===== src/hw/rtl/bcqo_pkg.sv =====
// shared types and constants of the cropped quad occupancy check
package bcqo_pkg;

  // classified word passed from the front part to the back part
  typedef struct packed {
    logic hit;
    logic last;
  } word_t;

  localparam int QUEUE_DEPTH = 8;
  localparam int PTR_W       = $clog2(QUEUE_DEPTH);
  localparam int OCC_W       = $clog2(QUEUE_DEPTH + 1);

  localparam int CFG_IDX_W   = 3;
  localparam int CFG_DATA_W  = 48;
  localparam int VERTEX_W    = 32;
  localparam int BOX_W       = 48;

  localparam logic [CFG_IDX_W-1:0] REG_VERTEX_ONE   = 3'd0;
  localparam logic [CFG_IDX_W-1:0] REG_VERTEX_TWO   = 3'd1;
  localparam logic [CFG_IDX_W-1:0] REG_VERTEX_THREE = 3'd2;
  localparam logic [CFG_IDX_W-1:0] REG_VERTEX_FOUR  = 3'd3;
  localparam logic [CFG_IDX_W-1:0] REG_BOX_LOWER    = 3'd4;
  localparam logic [CFG_IDX_W-1:0] REG_BOX_UPPER    = 3'd5;

endpackage


===== src/hw/rtl/bcqo_back.sv =====
// back part: sticky hit flag and the result register
module bcqo_back (
  input  logic            clk,
  input  logic            rst_n,
  input  bcqo_pkg::word_t head,
  input  logic            q_empty,
  output logic            q_pop,
  input  logic            out_pop,
  output logic            out_empty,
  output logic            out_space_free
);

  logic hit_seen_r, hit_seen_nxt;
  logic out_v_r, out_v_nxt;
  logic free_r, free_nxt;
  logic taken;

  assign taken = out_pop && out_v_r;
  // a middle word never waits; a last word needs the result slot
  assign q_pop = !q_empty && (!head.last || !out_v_r || taken);

  always_comb begin
    hit_seen_nxt = hit_seen_r;
    out_v_nxt    = out_v_r && !taken;
    free_nxt     = free_r;
    if (q_pop) begin
      if (head.last) begin
        hit_seen_nxt = 1'b0;
        out_v_nxt    = 1'b1;
        free_nxt     = !(hit_seen_r | head.hit);
      end else begin
        hit_seen_nxt = hit_seen_r | head.hit;
      end
    end
  end

  always_ff @(posedge clk) begin
    if (!rst_n) begin
      hit_seen_r <= 1'b0;
      out_v_r    <= 1'b0;
    end else begin
      hit_seen_r <= hit_seen_nxt;
      out_v_r    <= out_v_nxt;
    end
    free_r <= free_nxt;
  end

  assign out_empty      = !out_v_r;
  assign out_space_free = free_r;

endmodule

===== config.mk =====
export PLATFORM = sky130hd
export DESIGN_NAME = bcqo_back
export DESIGN_NICKNAME = d
export VERILOG_FILES = /design/src/hw/rtl/bcqo_pkg.sv /design/src/hw/rtl/bcqo_back.sv
export SDC_FILE = /design/constraint.sdc
export NUM_CORES = 1
export LEC_CHECK = 0
export BUFFER_PORTS_ARGS = -buffer_cell sky130_fd_sc_hd__buf_2
export CAP_MARGIN = 25
export CORE_AREA = 2 2 39 41
export DETAILED_ROUTE_END_ITERATION = 8
export DIE_AREA = 0 0 41 43
export HOLD_SLACK_MARGIN = 0.1
export PLACE_DENSITY = 0.3
export SYNTH_ARGS = -nofsm -noshare
export SYNTH_HDL_FRONTEND = slang
export SYNTH_SLANG_ARGS = --single-unit

===== constraint.sdc =====
create_clock -name clk -period 1.1 [get_ports clk]
set_input_delay 0 -clock clk [delete_from_list [all_inputs] [get_ports clk]]
set_output_delay 0 -clock clk [all_outputs]
set_load 0.01 [all_outputs]

==> results.md <==
Route:
- The count of vias placed by the detailed router is 149.
- In this run, the number of DRC markers left after iteration 0 of detailed routing was 1.
- The first-pass iteration count of the detailed router is 2.
- In the final routed layout, each cell accounts on average for around 7.7 microns.
- In this run the remaining antenna-violating nets after routing total 0.
- After detailed routing, the number of remaining DRC violations is 0.
- The ratio of routed vias to standard cells is between 3 and 4.
- The wire length reported by the detailed router is roughly 350 microns.

Setup path:
- The largest individual stage delay along the critical path comes from the cell sky130_fd_sc_hd__dfxtp_1.
- The data arrival time of the critical path is 0.93 ns.
- Counting cells, the worst reg-to-reg path comes to 2.
- The capturing element type of the critical path is a primary output.
- The worst setup path is of the reg2out kind.
- The signal on the critical path passes through nor2b_4 -> a21oi_1 -> buf_2.
- The top fanout value on the critical path is 2.
- STA classifies the critical path startpoint as a flip-flop.
- The stage delay of the slowest cell on the critical path is ~0.3 ns.
- The data required time of the critical path is 1.10 ns.

Timing:
- The final critical-path share of the clock period is 84.5%.
- The worst-case clock skew is 0.00443 ns.
- The minimum clock period is slightly above 0.9 ns.
- The worst max-slew margin expressed relative to the limit is between 80% and 90%.
- Timing would allow up to between 1000 and 1500 MHz.
- The hold violation total from the final report is 0.
- Setup violations remaining at the end of the flow were counted as 0.
- At the pin with the least slew margin, the transition time is a little under 0.2 ns.
- Setup repair after global routing left no endpoint under its margin.
- The sum of negative setup slack is 0 ns.
- The number of max-slew violations in the final report is 0.

Logic synthesis:
- The mean instance size in the synthesized netlist is about 9.2 sq um.
- The count of yosys warnings during synthesis is 0.
- The flip-flop and latch count after synthesis is 3.
- Of the synthesized area, sequential elements account for between 40% and 50%.
- The number of distinct library cells after synthesis is 11.
- The synthesized netlist net count is 22.
- The mapped netlist covers ~150 sq um.
- The gate count of the mapped netlist is 16.

Cells and area:
- The ratio of cells with drive above 1 in the final layout is between 40 and 50%.
- Leaving out fill and tap cells, the most frequent cells in the layout are 8 x sky130_fd_sc_hd__buf_2, 3 x sky130_fd_sc_hd__inv_1, 3 x sky130_fd_sc_hd__clkbuf_4.
- The finished layout cell area is 254 sq um.
- Leaving out fill and tap cells, the most frequent cell in the layout is sky130_fd_sc_hd__buf_2.
- The antenna diode instance count is 0.
- The layout-stage area growth over the synthesis result is 72.0%.
- The number of nets in the final layout is 37.

Floorplanning:
- For this configuration, the core starts out at a cell density of between 10% and 20%.
- The top-level I/O count is 9.
- The floorplan step defined a die boundary enclosing between 0.0015 and 0.002 sq mm.
- The height of the chip is around 43 microns.
- The overall die width is between 40 and 50 microns.
- The total number of placement rows is 14.
- The total core area is 0.00138 sq mm.

Power and ir drop:
- The sequential power share is around a third.
- Combinational cells account for around an eighth of the total power.
- Summed over all cells, the static leakage comes to between 0.1 and 0.15 nW.
- The cell internal power dissipation is approximately 280 uW.
- For this design the total switching power over the nets is between 80 and 90 uW.
- The worst ir drop on vdd is 0.000595 V.
- The power density normalized to cell area is approximately 1400 mW/mm^2.
- Net switching is 23.0% of the power.
- The clock power share is a little over half.

Placement:
- In this run the tool buffered the top-level ports with 8 buffer cells.
- The sum of net half-perimeters after detailed placement is roughly 270 microns.
- Summing all placed instances gives a cell area of 208 sq um.
- The final weighted congestion in routability-driven placement is roughly 0.68.

GRT:
- For this run the aggregate overflow at the end of global routing stands at 0.
- Entering global routing, the biggest net connects 4 pins.
- Across every metal layer, demand over resource in global routing totals 5.92%.
- The initial antenna violation count is 0.
- The wire length of the first global-routing pass is between 600 and 700 microns.
- The number of global-route vias before repair is roughly 170.

CTS:
- CTS built an H-tree with a depth of 1.
- The cell sitting at the root of the clock tree is a sky130_fd_sc_hd__clkbuf_4.
- Clock-pin slew was measured on the worst setup and hold paths at about 0.04 ns.
- TritonCTS built the clock tree.
- The longest clock path from root to sink contains 2 buffers.
- Counting every sink on the clock net gives 3.
- The clock reaches the later pin of the worst-skew pair after ~0.23 ns.
- In this run the post-CTS setup repair buffer count came out at 0.
- In this run, CTS created clock tree buffers numbering 3.

Run:
- Across the run, the number of max-cap violations was 0.

Worst hold path:
- The worst min-delay path class is in2reg.
- The hold path depth is 3.

Run status:
- The run finished with clean final reports.
## power by group through the flow
stage / clock [mW] / combinational [mW] / sequential [mW]
floorplan: 0 / 0.0194 / 0.125
finish: 0.197 / 0.0451 / 0.123
global route: 0.220 / 0.0510 / 0.123
global placement: 0 / 0.0398 / 0.124
CTS: 0.206 / 0.0462 / 0.123
detailed placement: 0 / 0.0402 / 0.124
## flip-flops by register name (all words and copies together), names as in the netlist
register,flops
hit_seen_r,1
out_space_free,1
out_v_r,1
## cells in the mapped netlist
cell                       instances  area, sq um
sky130_fd_sc_hd__a21oi_1           2         10.0
sky130_fd_sc_hd__and2_1            1         6.26
sky130_fd_sc_hd__dfxtp_1           2         40.0
sky130_fd_sc_hd__edfxtp_1          1         30.0
sky130_fd_sc_hd__inv_1             3         11.3
sky130_fd_sc_hd__nand2b_1          1         6.26
sky130_fd_sc_hd__nor2_1            1         3.75
sky130_fd_sc_hd__nor2_2            1         6.26
sky130_fd_sc_hd__nor2b_4           1         13.8
sky130_fd_sc_hd__nor3_2            1         10.0
sky130_fd_sc_hd__o21ai_0           2         10.0
## cells by family after synthesis
| logic type | share of synthesized area [%] |
|---|---|
| compound gates | 13.6 |
| buf+inv | 7.63 |
| flops | 47.5 |
| simple gates | 31.4 |
## per-layer routing
metal / vias up / wire [microns] / global-route usage [%]
li1: 80 / - / -
met1: 58 / 171 / 6.09
met2: 11 / 124 / 6.88
met3: 0 / 57 / 7.85
met4: 0 / 0 / 2.00
met5: - / 0 / 0
## stage by stage
| step | hold WS [ns] | power [mW] | instances | setup WS, ns | utilization [%] |
|---|---|---|---|---|---|
| floorplan | 0.0441 | 0.145 | 16 | 0.270 | - |
| global placement | 0.230 | 0.164 | 40 | 0.241 | 15.0 |
| detailed placement | 0.224 | 0.165 | 40 | 0.230 | 15.0 |
| CTS | 0.129 | 0.375 | 46 | 0.152 | 18.4 |
| global route | 0.148 | 0.394 | 46 | 0.123 | 18.4 |
| finish | 0.132 | 0.365 | 46 | 0.170 | 18.4 |
## path summary, 6_finish.rpt
path	slack (ns)	endpoint	from
min	0.13	out_v_r	out_pop
max	0.17	q_pop	out_v_r
min reg2reg	0.54	out_space_free	hit_seen_r
max reg2reg	0.23	out_space_free	out_v_r
## worst max-delay path, delay by kind of cell, from the launching register on
family / cells / cell delay [ns]
compound gates: 1 / 0.13
buf+inv: 1 / 0.14
flops: 1 / 0.30
simple gates: 1 / 0.12
## what timing repair did
item | 4_1_cts | 5_1_grt
hold endpoints to repair | 3 | 0
hold buffers | 2 | 0
resized for setup | 0 | 0
## area by class of cell
class / instances / area, sq um
well taps: 16 / 20.0
inverters: 3 / 11.3
fillers: 163 / 1130
clock buffers: 4 / 26.3
flip-flops and latches: 3 / 70.1
multi-input cells: 10 / 66.3
repair buffers: 10 / 60.1
(Power assumes the default switching activity.)
