File: src/hw/rtl/bcqo_pkg.sv
// shared types and constants of the cropped quad occupancy check
package bcqo_pkg;

  // classified word passed from the front part to the back part
  typedef struct packed {
    logic hit;
    logic last;
  } word_t;

  localparam int QUEUE_DEPTH = 8;
  localparam int PTR_W       = $clog2(QUEUE_DEPTH);
  localparam int OCC_W       = $clog2(QUEUE_DEPTH + 1);

  localparam int CFG_IDX_W   = 3;
  localparam int CFG_DATA_W  = 48;
  localparam int VERTEX_W    = 32;
  localparam int BOX_W       = 48;

  localparam logic [CFG_IDX_W-1:0] REG_VERTEX_ONE   = 3'd0;
  localparam logic [CFG_IDX_W-1:0] REG_VERTEX_TWO   = 3'd1;
  localparam logic [CFG_IDX_W-1:0] REG_VERTEX_THREE = 3'd2;
  localparam logic [CFG_IDX_W-1:0] REG_VERTEX_FOUR  = 3'd3;
  localparam logic [CFG_IDX_W-1:0] REG_BOX_LOWER    = 3'd4;
  localparam logic [CFG_IDX_W-1:0] REG_BOX_UPPER    = 3'd5;

endpackage

File: src/hw/rtl/bcqo_queue.sv
// short word queue between the front and back parts
module bcqo_queue (
  input  logic            clk,
  input  logic            rst_n,
  input  logic            push,
  input  bcqo_pkg::word_t push_word,
  input  logic            pop,
  output bcqo_pkg::word_t head,
  output logic            empty
);

  bcqo_pkg::word_t                mem_r [bcqo_pkg::QUEUE_DEPTH];
  logic [bcqo_pkg::PTR_W-1:0]     wr_r, rd_r;
  logic [bcqo_pkg::OCC_W-1:0]     cnt_r, cnt_nxt;

  always_comb begin
    cnt_nxt = cnt_r;
    if (push && !pop) cnt_nxt = cnt_r + 1'b1;
    else if (!push && pop) cnt_nxt = cnt_r - 1'b1;
  end

  always_ff @(posedge clk) begin
    if (!rst_n) begin
      wr_r  <= '0;
      rd_r  <= '0;
      cnt_r <= '0;
    end else begin
      if (push) wr_r <= wr_r + 1'b1;
      if (pop) rd_r <= rd_r + 1'b1;
      cnt_r <= cnt_nxt;
    end
  end

  always_ff @(posedge clk) begin
    if (push) mem_r[wr_r] <= push_word;
  end

  assign head  = mem_r[rd_r];
  assign empty = (cnt_r == '0);

endmodule

File: config.mk
export PLATFORM = sky130hd
export DESIGN_NAME = bcqo_queue
export DESIGN_NICKNAME = d
export VERILOG_FILES = /design/src/hw/rtl/bcqo_pkg.sv /design/src/hw/rtl/bcqo_queue.sv
export SDC_FILE = /design/constraint.sdc
export NUM_CORES = 1
export LEC_CHECK = 0
export ABC_AREA = 1
export BUFFER_PORTS_ARGS = -buffer_cell sky130_fd_sc_hd__buf_2
export CELL_PAD_IN_SITES_DETAIL_PLACEMENT = 0
export CELL_PAD_IN_SITES_GLOBAL_PLACEMENT = 1
export CORE_MARGIN = 10
export CORE_UTILIZATION = 48
export DETAILED_ROUTE_END_ITERATION = 6
export GPL_TIMING_DRIVEN = 1
export PLACE_DENSITY_LB_ADDON = 0.1
export SLEW_MARGIN = 20
export SYNTH_ARGS = -nofsm -noshare
export SYNTH_HDL_FRONTEND = slang
export SYNTH_SLANG_ARGS = --single-unit
File: constraint.sdc
create_clock -name clk -period 2.7 [get_ports clk]
set_input_delay 0.54 -clock clk [delete_from_list [all_inputs] [get_ports clk]]
set_output_delay 0.54 -clock clk [all_outputs]
set_load 0.01 [all_outputs]
==> run summary, run 1 <==
The starting density of the core is 0.510. The number of antenna diodes in the final layout is 0. The critical path is of the flip-flop to output port type. The leakage component of the power came out at 0.591 nW. The remaining global-route overflow is 0. Across the run, the number of max-cap violations was 0. The fraction of the mapped netlist area in compound gates came out at 0.0815. The number of cell instances on the worst register-to-register path came out at 6. Of the total synthesized cell area, the portion taken by AND, OR, NAND and NOR gates is 0.205. The actual transition at the worst max-transition pin is 0.424 ns. The total die area came out at 5120 µm².

Counting instances, the worst hold path has a depth of 1. The flow ran to the end, and the final reports show no timing, DRC or antenna violations. The final critical-path required period is 2.06 ns. The worst setup skew after layout is 0.00130 ns.

The multi-input combinational cell area came out at 465 µm². The maximum net fanout on the critical path came out at 9. The number of pins exceeding their max-slew limit in the final report came out at 0. STA classifies the critical path endpoint as an output port.

Setup violations remaining at the end of the flow were counted as 0. A synthesized cell averages 9.24 µm². The number of global-route vias before repair is 833. The clock passes through at most 2 buffers. In this run, the number of DRC markers left after iteration 0 of detailed routing was 24. The startpoint identified for the worst hold timing path is push_word[1]. The placed wire-length estimate is 1.64 mm.

The first-pass GRT wire length is 3.67 mm. The CTS buffer count came out at 5. The fraction of post-synthesis cell area in the top cell type by area is 0.377. The power per unit of standard cell area is 638 nW/µm². The endpoint of the lowest-slack register-to-register path is cnt_r[3]$_SDFFE_PN0P_. The tree is rooted in a sky130_fd_sc_hd__clkbuf_4.

9 I/O pins were placed. The maximum clock rate is 485 MHz. The final net count is 164.

The worst slew margin relative to its limit is 0.717. The congestion estimate from routability-driven global placement came to 0.835. The initial antenna violation count is 0. The total nets after synthesis came out at 150. Setup total negative slack on the finished layout was measured at 0 ns. The post-route DRC violation count came out at 0. After floorplanning, the core was sized to cover 2500 µm². TritonCTS built the clock tree.

Clock-pin slew was measured on the worst setup and hold paths at 0.09 ns. The netlist area before placement is 1270 µm². IR analysis of the VDD net gives a maximum drop of 0.000420 V. The area share of fa/ha/maj cells after synthesis came out at 0.0648. The H-tree depth reported by CTS is 2. The worst register-to-register path begins at cnt_r[2]$_SDFFE_PN0P_. Of all cell types, the one taking the most synthesized area is sky130_fd_sc_hd__edfxtp_1.

After synthesis, the largest family of logic cells by area is simple AND/OR/NAND/NOR gates. Of the available clock period, the critical path in the final layout requires 0.764. The ratio of routed vias to standard cells came out at 4.86. The total count of hold-check failures in the final report was 0. Summing over every cut layer, the via total after detailed routing is 889. The gate count after technology mapping came out at 138. By area the synthesized netlist is led by sky130_fd_sc_hd__edfxtp_1, sky130_fd_sc_hd__dfxtp_1, sky130_fd_sc_hd__nor2_1. The area overhead of the layout relative to synthesis came out at 9.52%. The total power came out at 0.891 mW.

Counting flops and latches in the post-synthesis netlist gives 29. The cts-stage hold buffer count is 0. The sequential cells in the finished layout cover a total of 741 µm². The total of buffers placed on input and output ports is 8. The first-pass iteration count of the detailed router came out at 4. The number of cell rows came out at 18. Measured along the x axis, the die boundary spans 71.5 µm. The global-route usage over all layers came out at 0.0938. Data on the critical path arrives at its endpoint at 1.52 ns. The die is 71.5 µm tall.

The share of the synthesized netlist area taken by xor and xnor gates is 0.0137. The worst path required time came out at 2.16 ns. The largest net degree at the start of global routing is 11. The post-CTS setup buffer count is 0.

During synthesis, Yosys emitted a total of 0 warnings. The portion of netlist area occupied by mux cells is 0. The detailed-route wire length is 2.13 mm. The worst-case hold path end point is mem_r[4][1]$_DFFE_PP_. Setup repair after global routing left no endpoint under its margin. The element type at the critical path start is a flip-flop. The count of cells resized by post-cts repair is 0. The fraction of the yosys area taken by sequential cells came out at 0.581.

The count of clock tree sinks is 29. The netlist uses 20 different library cells. In this run the remaining antenna-violating nets after routing total 0. The reg-to-reg setup timing slack is 1.45 ns. The path class of the tightest hold or removal check is input port to flip-flop. The clock insertion delay at the later pin of the skew report is 0.32 ns. The average routed wire per standard cell is 11.6 µm.

The fill cell instance count of the final layout came out at 223. The fraction of final layout cells with drive strength greater than 1 came out at 0.137.
## metrics by stage
stage / utilization / cell area, µm² / std cells / hold WS (ns) / setup slack, ns
floorplan: - / 1270 / 138 / 0.478 / 1.02
global placement: 0.537 / 1340 / 175 / 0.500 / 0.821
detailed placement: 0.537 / 1340 / 175 / 0.512 / 0.780
CTS: 0.559 / 1400 / 183 / 0.464 / 0.580
global route: 0.559 / 1400 / 183 / 0.469 / 0.497
finish: 0.559 / 1400 / 183 / 0.489 / 0.636
## report_power, final
group | switching (mW) | leakage [nW] | total [mW] | internal (mW)
Clock | 0.149 | 0.0310 | 0.247 | 0.0978
Combinational | 0.0783 | 0.307 | 0.133 | 0.0544
Sequential | 0.0232 | 0.253 | 0.512 | 0.489
## Yosys cell counts (all sizes together)
library cell / number
a21oi: 6
buf: 1
dfxtp: 13
edfxtp: 16
fa: 1
ha: 5
inv: 14
nand2: 26
nand3: 3
nor2: 34
nor4: 1
o21ai: 14
or2: 2
xnor2: 1
xor2: 1
## cell usage in the layout (no fill, tap or decap), drive strengths merged, types with 5 or more instances in the layout
cell	count
a21oi	6
nor2	34
ha	5
edfxtp	16
nand2	26
clkbuf	5
dfxtp	13
buf	8
o21ai	14
inv	14
## logic make-up (layout without fill, tap and decap cells)
group                      count (synthesis)  count (layout)
xor gates and xnor gates                   2               2
and+or+nand+nor                           66              66
AOI/OAI and AO/OA                         20              20
DFF                                       29              29
adders and majority gates                  6               6
buffers and inverters                     15              30
## final cells by class
| cell class | count | share of cell area |
|---|---|---|
| clock inverter | 3 | 0.0125 |
| sequential | 29 | 0.530 |
| inverter | 14 | 0.0412 |
| tap | 30 | 0.0269 |
| clock buffer | 5 | 0.0269 |
| timing repair buffer | 8 | 0.0287 |
| multi-input combinational | 94 | 0.333 |
## worst max-delay path, stage by stage (launching register included)
cell                      delay, ns
sky130_fd_sc_hd__dfxtp_1       0.59
sky130_fd_sc_hd__nor2_1        0.09
sky130_fd_sc_hd__nor2_1        0.13
sky130_fd_sc_hd__o21ai_1       0.09
sky130_fd_sc_hd__nand2_1       0.07
sky130_fd_sc_hd__nand2_1       0.05
sky130_fd_sc_hd__nand2_1       0.05
sky130_fd_sc_hd__buf_2         0.12
## worst max path at each step
stage,from,endpoint,cells past startpoint
after floorplan,pop,cnt_r[3]$_SDFFE_PN0P_,9
after global placement,pop,cnt_r[3]$_SDFFE_PN0P_,10
after detailed placement,pop,cnt_r[3]$_SDFFE_PN0P_,10
after CTS,flip-flop,head[1],7
after global routing,flip-flop,head[1],7
final,flip-flop,head[1],7
## metal layers
metal,vias up,part of all wire,wire [µm],global-route usage
met2,12,0.48,1030,0.156
met1,395,0.44,929,0.0878
met3,7,0.047,100,0.0482
met4,0,0.032,68,0.0645
met5,-,0,0,0
li1,475,-,-,-
(Power assumes the default switching activity.)
==> run 2: changes to the inputs <==
Settings changed: ABC_AREA 1 to 0, CORE_UTILIZATION 48 to 43.
Clock period 2.7 ns to 1.7 ns, I/O delays scaled along.
==> run 2 against run 1 <==
The run now ends with setup timing left. Sequential cell count is the same. Clock skew grew 0.0030 ns. Clock power grew 70%. Clock-buffer cell count grew 3. Largest power group unchanged.
==> run summary, run 2 <==
The number of antenna-violating nets in the routed design is 0 (unchanged). The area overhead of the layout relative to synthesis was 13.6% (was 9.52%). The number of cell rows was 19 (was 18). The antenna diode count is 0 (unchanged).

The detailed-route wire length is 1.98 mm (was 2.13 mm). The area of the core is 2760 µm² (was 2500 µm²). The placed wire-length estimate is 1.47 mm (was 1.64 mm). The power per unit of standard cell area came to 1050 nW/µm² (was 638 nW/µm²). The element type at the critical path start is a flip-flop (unchanged). The final-layout setup total negative slack was -0.454 ns (was 0 ns). Commonest non-fill, non-tap cells in the layout: sky130_fd_sc_hd__edfxtp_1, sky130_fd_sc_hd__dfxtp_1, sky130_fd_sc_hd__nor2_1 (was sky130_fd_sc_hd__nor2_1, sky130_fd_sc_hd__nand2_1, sky130_fd_sc_hd__edfxtp_1). The commonest register cell after synthesis is sky130_fd_sc_hd__edfxtp_1 (unchanged).

RSZ-0062 raised after global routing: yes (was no). The final critical-path required period came out at 1.93 ns. The final net count is 119 (was 164). The checks that failed: setup timing. The total die area came out at 5430 µm² (was 5120 µm²). The share of synthesized registers carrying an async set or reset came out at 0 (unchanged).

The storage element area came to 744 µm² (was 741 µm²). The clock insertion delay at the later pin of the skew report was 0.31 ns (was 0.32 ns). The vias after detailed routing is 704 (was 889). Status: finished, violations left (was finished, final reports clean). The register bit total from synthesis is 29 (unchanged). Top cell types by occurrence after synthesis: sky130_fd_sc_hd__edfxtp_1, sky130_fd_sc_hd__dfxtp_1, sky130_fd_sc_hd__nor2_1, sky130_fd_sc_hd__and2_1, sky130_fd_sc_hd__nand2_1 (was sky130_fd_sc_hd__nor2_1, sky130_fd_sc_hd__nand2_1, sky130_fd_sc_hd__edfxtp_1, sky130_fd_sc_hd__dfxtp_1, sky130_fd_sc_hd__inv_1). The clock slew seen by the registers of the worst setup and hold paths came to 0.09 ns (about the same). The placer's final routability congestion estimate came out at 0.700 (was 0.835). The largest net degree at the start of global routing is 13 (was 11).

The leakage component of the power came to 0.530 nW (was 0.591 nW). The worst hold margin is 0.316 ns (was 0.489 ns). The mean area per synthesized cell was 13.8 µm² (was 9.24 µm²).

The buffer levels on the longest clock path is 2 (unchanged). The type of the most critical hold path is input port to flip-flop (unchanged). The total number of yosys warnings came out at 0 (unchanged). The internal portion of total power came to 1.12 mW (was 0.641 mW). The maximum resistive drop on vdd is 0.000655 V (was 0.000420 V). The x dimension of the die is 73.7 µm (was 71.5 µm).

The switching power of the nets came out at 0.355 mW (was 0.251 mW). The dominant cell type by area after synthesis is sky130_fd_sc_hd__edfxtp_1 (unchanged). The worst setup skew after layout is 0.00429 ns (was 0.00130 ns). The count of cell types in the netlist came out at 24 (was 20).

The global-route usage over all layers came out at 0.0826 (was 0.0938). The maximum clock rate came out at 519 MHz. The root buffer cell is sky130_fd_sc_hd__clkbuf_4 (unchanged).

The smallest setup slack after layout is -0.228 ns (was 0.636 ns). The count of clock tree sinks is 29 (unchanged). The maximum net fanout on the critical path is 4 (was 9).

The portion of the clock cycle consumed by the worst path in the final layout is 1.13. The average routed wire per standard cell is 14.2 µm (was 11.6 µm). The fill cell instance count of the final layout is 246 (was 223).

The proportion of power drawn by the clock network came out at 0.285 (was 0.277). The total of buffers placed on input and output ports came out at 8 (unchanged). The number of global-route vias before repair came to 759 (was 833). The violation count after the first detailed-route iteration is 28 (was 24). The ratio of routed vias to standard cells came out at 5.06 (was 4.86).

The remaining global-route overflow came out at 0 (unchanged). The actual transition at the worst max-transition pin is 0.335 ns (was 0.424 ns). The commonest non-fill, non-tap cell in the layout is sky130_fd_sc_hd__edfxtp_1 (was sky130_fd_sc_hd__nor2_1). The first-pass iteration count of the detailed router came out at 2 (was 4). The worst slew margin relative to its limit is 0.775 (was 0.717). The worst path required time came out at 1.36 ns (was 2.16 ns). The kind of end point of the critical path was an output port (unchanged). The CTS buffer count came out at 5 (unchanged). The post-CTS setup buffer count was 0 (unchanged).

The total count of hold-check failures in the final report came out at 0 (unchanged). The switching share of total power is 0.240 (was 0.281). The number of synthesized flops with an enable pin was 16 (unchanged). The combinational share of power came to 0.160 (was 0.149). The minimum setup slack after placement came to -0.135 ns (was 0.780 ns). The TritonCTS clock tree is done (unchanged). The proportion of power drawn by flip-flops and latches is 0.555 (was 0.574). The setup violation total in the final timing report came to 2 (was 0). The count of placed standard cells including taps is 131 (was 175). The netlist area before placement came out at 1240 µm² (was 1270 µm²). The total power came to 1.48 mW (was 0.891 mW). The number of pins exceeding their max-slew limit in the final report came out at 0 (unchanged). The total nets after synthesis is 102 (was 150). The critical path class was flip-flop to output port (unchanged). The post-route DRC violation count came out at 0 (unchanged). The initial antenna violation count came out at 0 (unchanged). The fraction of the yosys area taken by sequential cells came out at 0.598 (was 0.581). The starting density of the core came out at 0.449 (was 0.510).

The first-pass GRT wire length is 3.37 mm (was 3.67 mm). Biggest area contributors in the synthesized netlist: sky130_fd_sc_hd__edfxtp_1, sky130_fd_sc_hd__dfxtp_1, sky130_fd_sc_hd__mux4_1 (was sky130_fd_sc_hd__edfxtp_1, sky130_fd_sc_hd__dfxtp_1, sky130_fd_sc_hd__nor2_1). The gate count after technology mapping came out at 90 (was 138). The H-tree depth reported by CTS came out at 2 (unchanged). The top-level I/O count is 9 (unchanged). The post-route non-filler standard cell count was 139 (was 183). The leading cell type by number of instances after synthesis was sky130_fd_sc_hd__edfxtp_1 (was sky130_fd_sc_hd__nor2_1).

The fraction of post-synthesis cell area in the top cell type by area is 0.388 (was 0.377). The fraction of final layout cells with drive strength greater than 1 came out at 0.231 (was 0.137). The max-capacitance violation count is 0 (unchanged). The overall die height came out at 73.7 µm (was 71.5 µm). The multi-input combinational cell area is 475 µm² (was 465 µm²).

The arrival time of data at the critical path endpoint came to 1.59 ns (was 1.52 ns).
==> run 2: cell count changes after synthesis, moves of 5 or more <==
cell                       change
sky130_fd_sc_hd__nor2_1       -27
sky130_fd_sc_hd__and2_1        +6
sky130_fd_sc_hd__o21ai_0       -7
sky130_fd_sc_hd__nand2b_1      +5
sky130_fd_sc_hd__nand2_1      -20
sky130_fd_sc_hd__o21ai_1       -6
sky130_fd_sc_hd__inv_1         -9
==> run 2: worst max-delay path, cell delays in order (launching register included) <==
cell                      delay, ns
sky130_fd_sc_hd__dfxtp_4       0.39
sky130_fd_sc_hd__mux4_2        0.49
sky130_fd_sc_hd__mux2_4        0.28
sky130_fd_sc_hd__buf_6         0.12
==> run 2: cell families (layout without fill, tap and decap cells) <==
group	after synthesis	in the layout	synth area share
XOR/XNOR	5	5	0.0354
AND/OR/NAND/NOR	31	31	0.127
adder cells (fa/ha/maj)	6	6	0.0667
buffers and inverters	4	22	0.0121
multiplexers	10	10	0.135
AO/OA/AOI/OAI	5	5	0.0253
flip-flops	29	29	0.598
==> run 2: final cells by class <==
| cell class | instances | area share |
|---|---|---|
| multi-input combinational | 57 | 0.338 |
| clock buffer | 8 | 0.0418 |
| inverter | 2 | 0.00533 |
| sequential | 29 | 0.529 |
| timing repair buffer | 12 | 0.0587 |
| tap | 31 | 0.0276 |
==> run 2: per-stage QoR <==
stage	utilization	area [µm²]
finish	0.510	1410
global route	0.510	1410
CTS	0.510	1410
detailed placement	0.486	1340
global placement	0.486	1340
floorplan	-	1240
==> run 2: worst paths after layout <==
check | endpoint | cells after the start | start | slack [ns]
setup / recovery | head[0] | 3 | flip-flop | -0.23
hold / removal | mem_r[5][1]$_DFFE_PP_ | 1 | push_word[1] | 0.32
setup reg to reg | cnt_r[3]$_SDFFE_PN0P_ | 5 | cnt_r[2]$_SDFFE_PN0P_ | 0.26
hold reg to reg | cnt_r[3]$_SDFFE_PN0P_ | 2 | cnt_r[3]$_SDFFE_PN0P_ | 0.51
==> run 2: per-layer routing <==
metal	track usage	wire length (µm)
met2	0.117	905
met1	0.100	957
met4	0.0559	39
met5	0	0
met3	0.0323	79
==> run 2: timing repair <==
action,in CTS,in global routing
hold buffers,0,0
gates resized for setup,10,0
setup endpoints to repair,2,2
==> run 2: power by group through the flow <==
stage	registers (mW)	clock network, mW	logic (mW)
floorplan	0.824	0	0.151
global placement	0.832	0	0.216
detailed placement	0.835	0	0.223
CTS	0.821	0.437	0.241
global route	0.827	0.464	0.267
finish	0.820	0.421	0.236
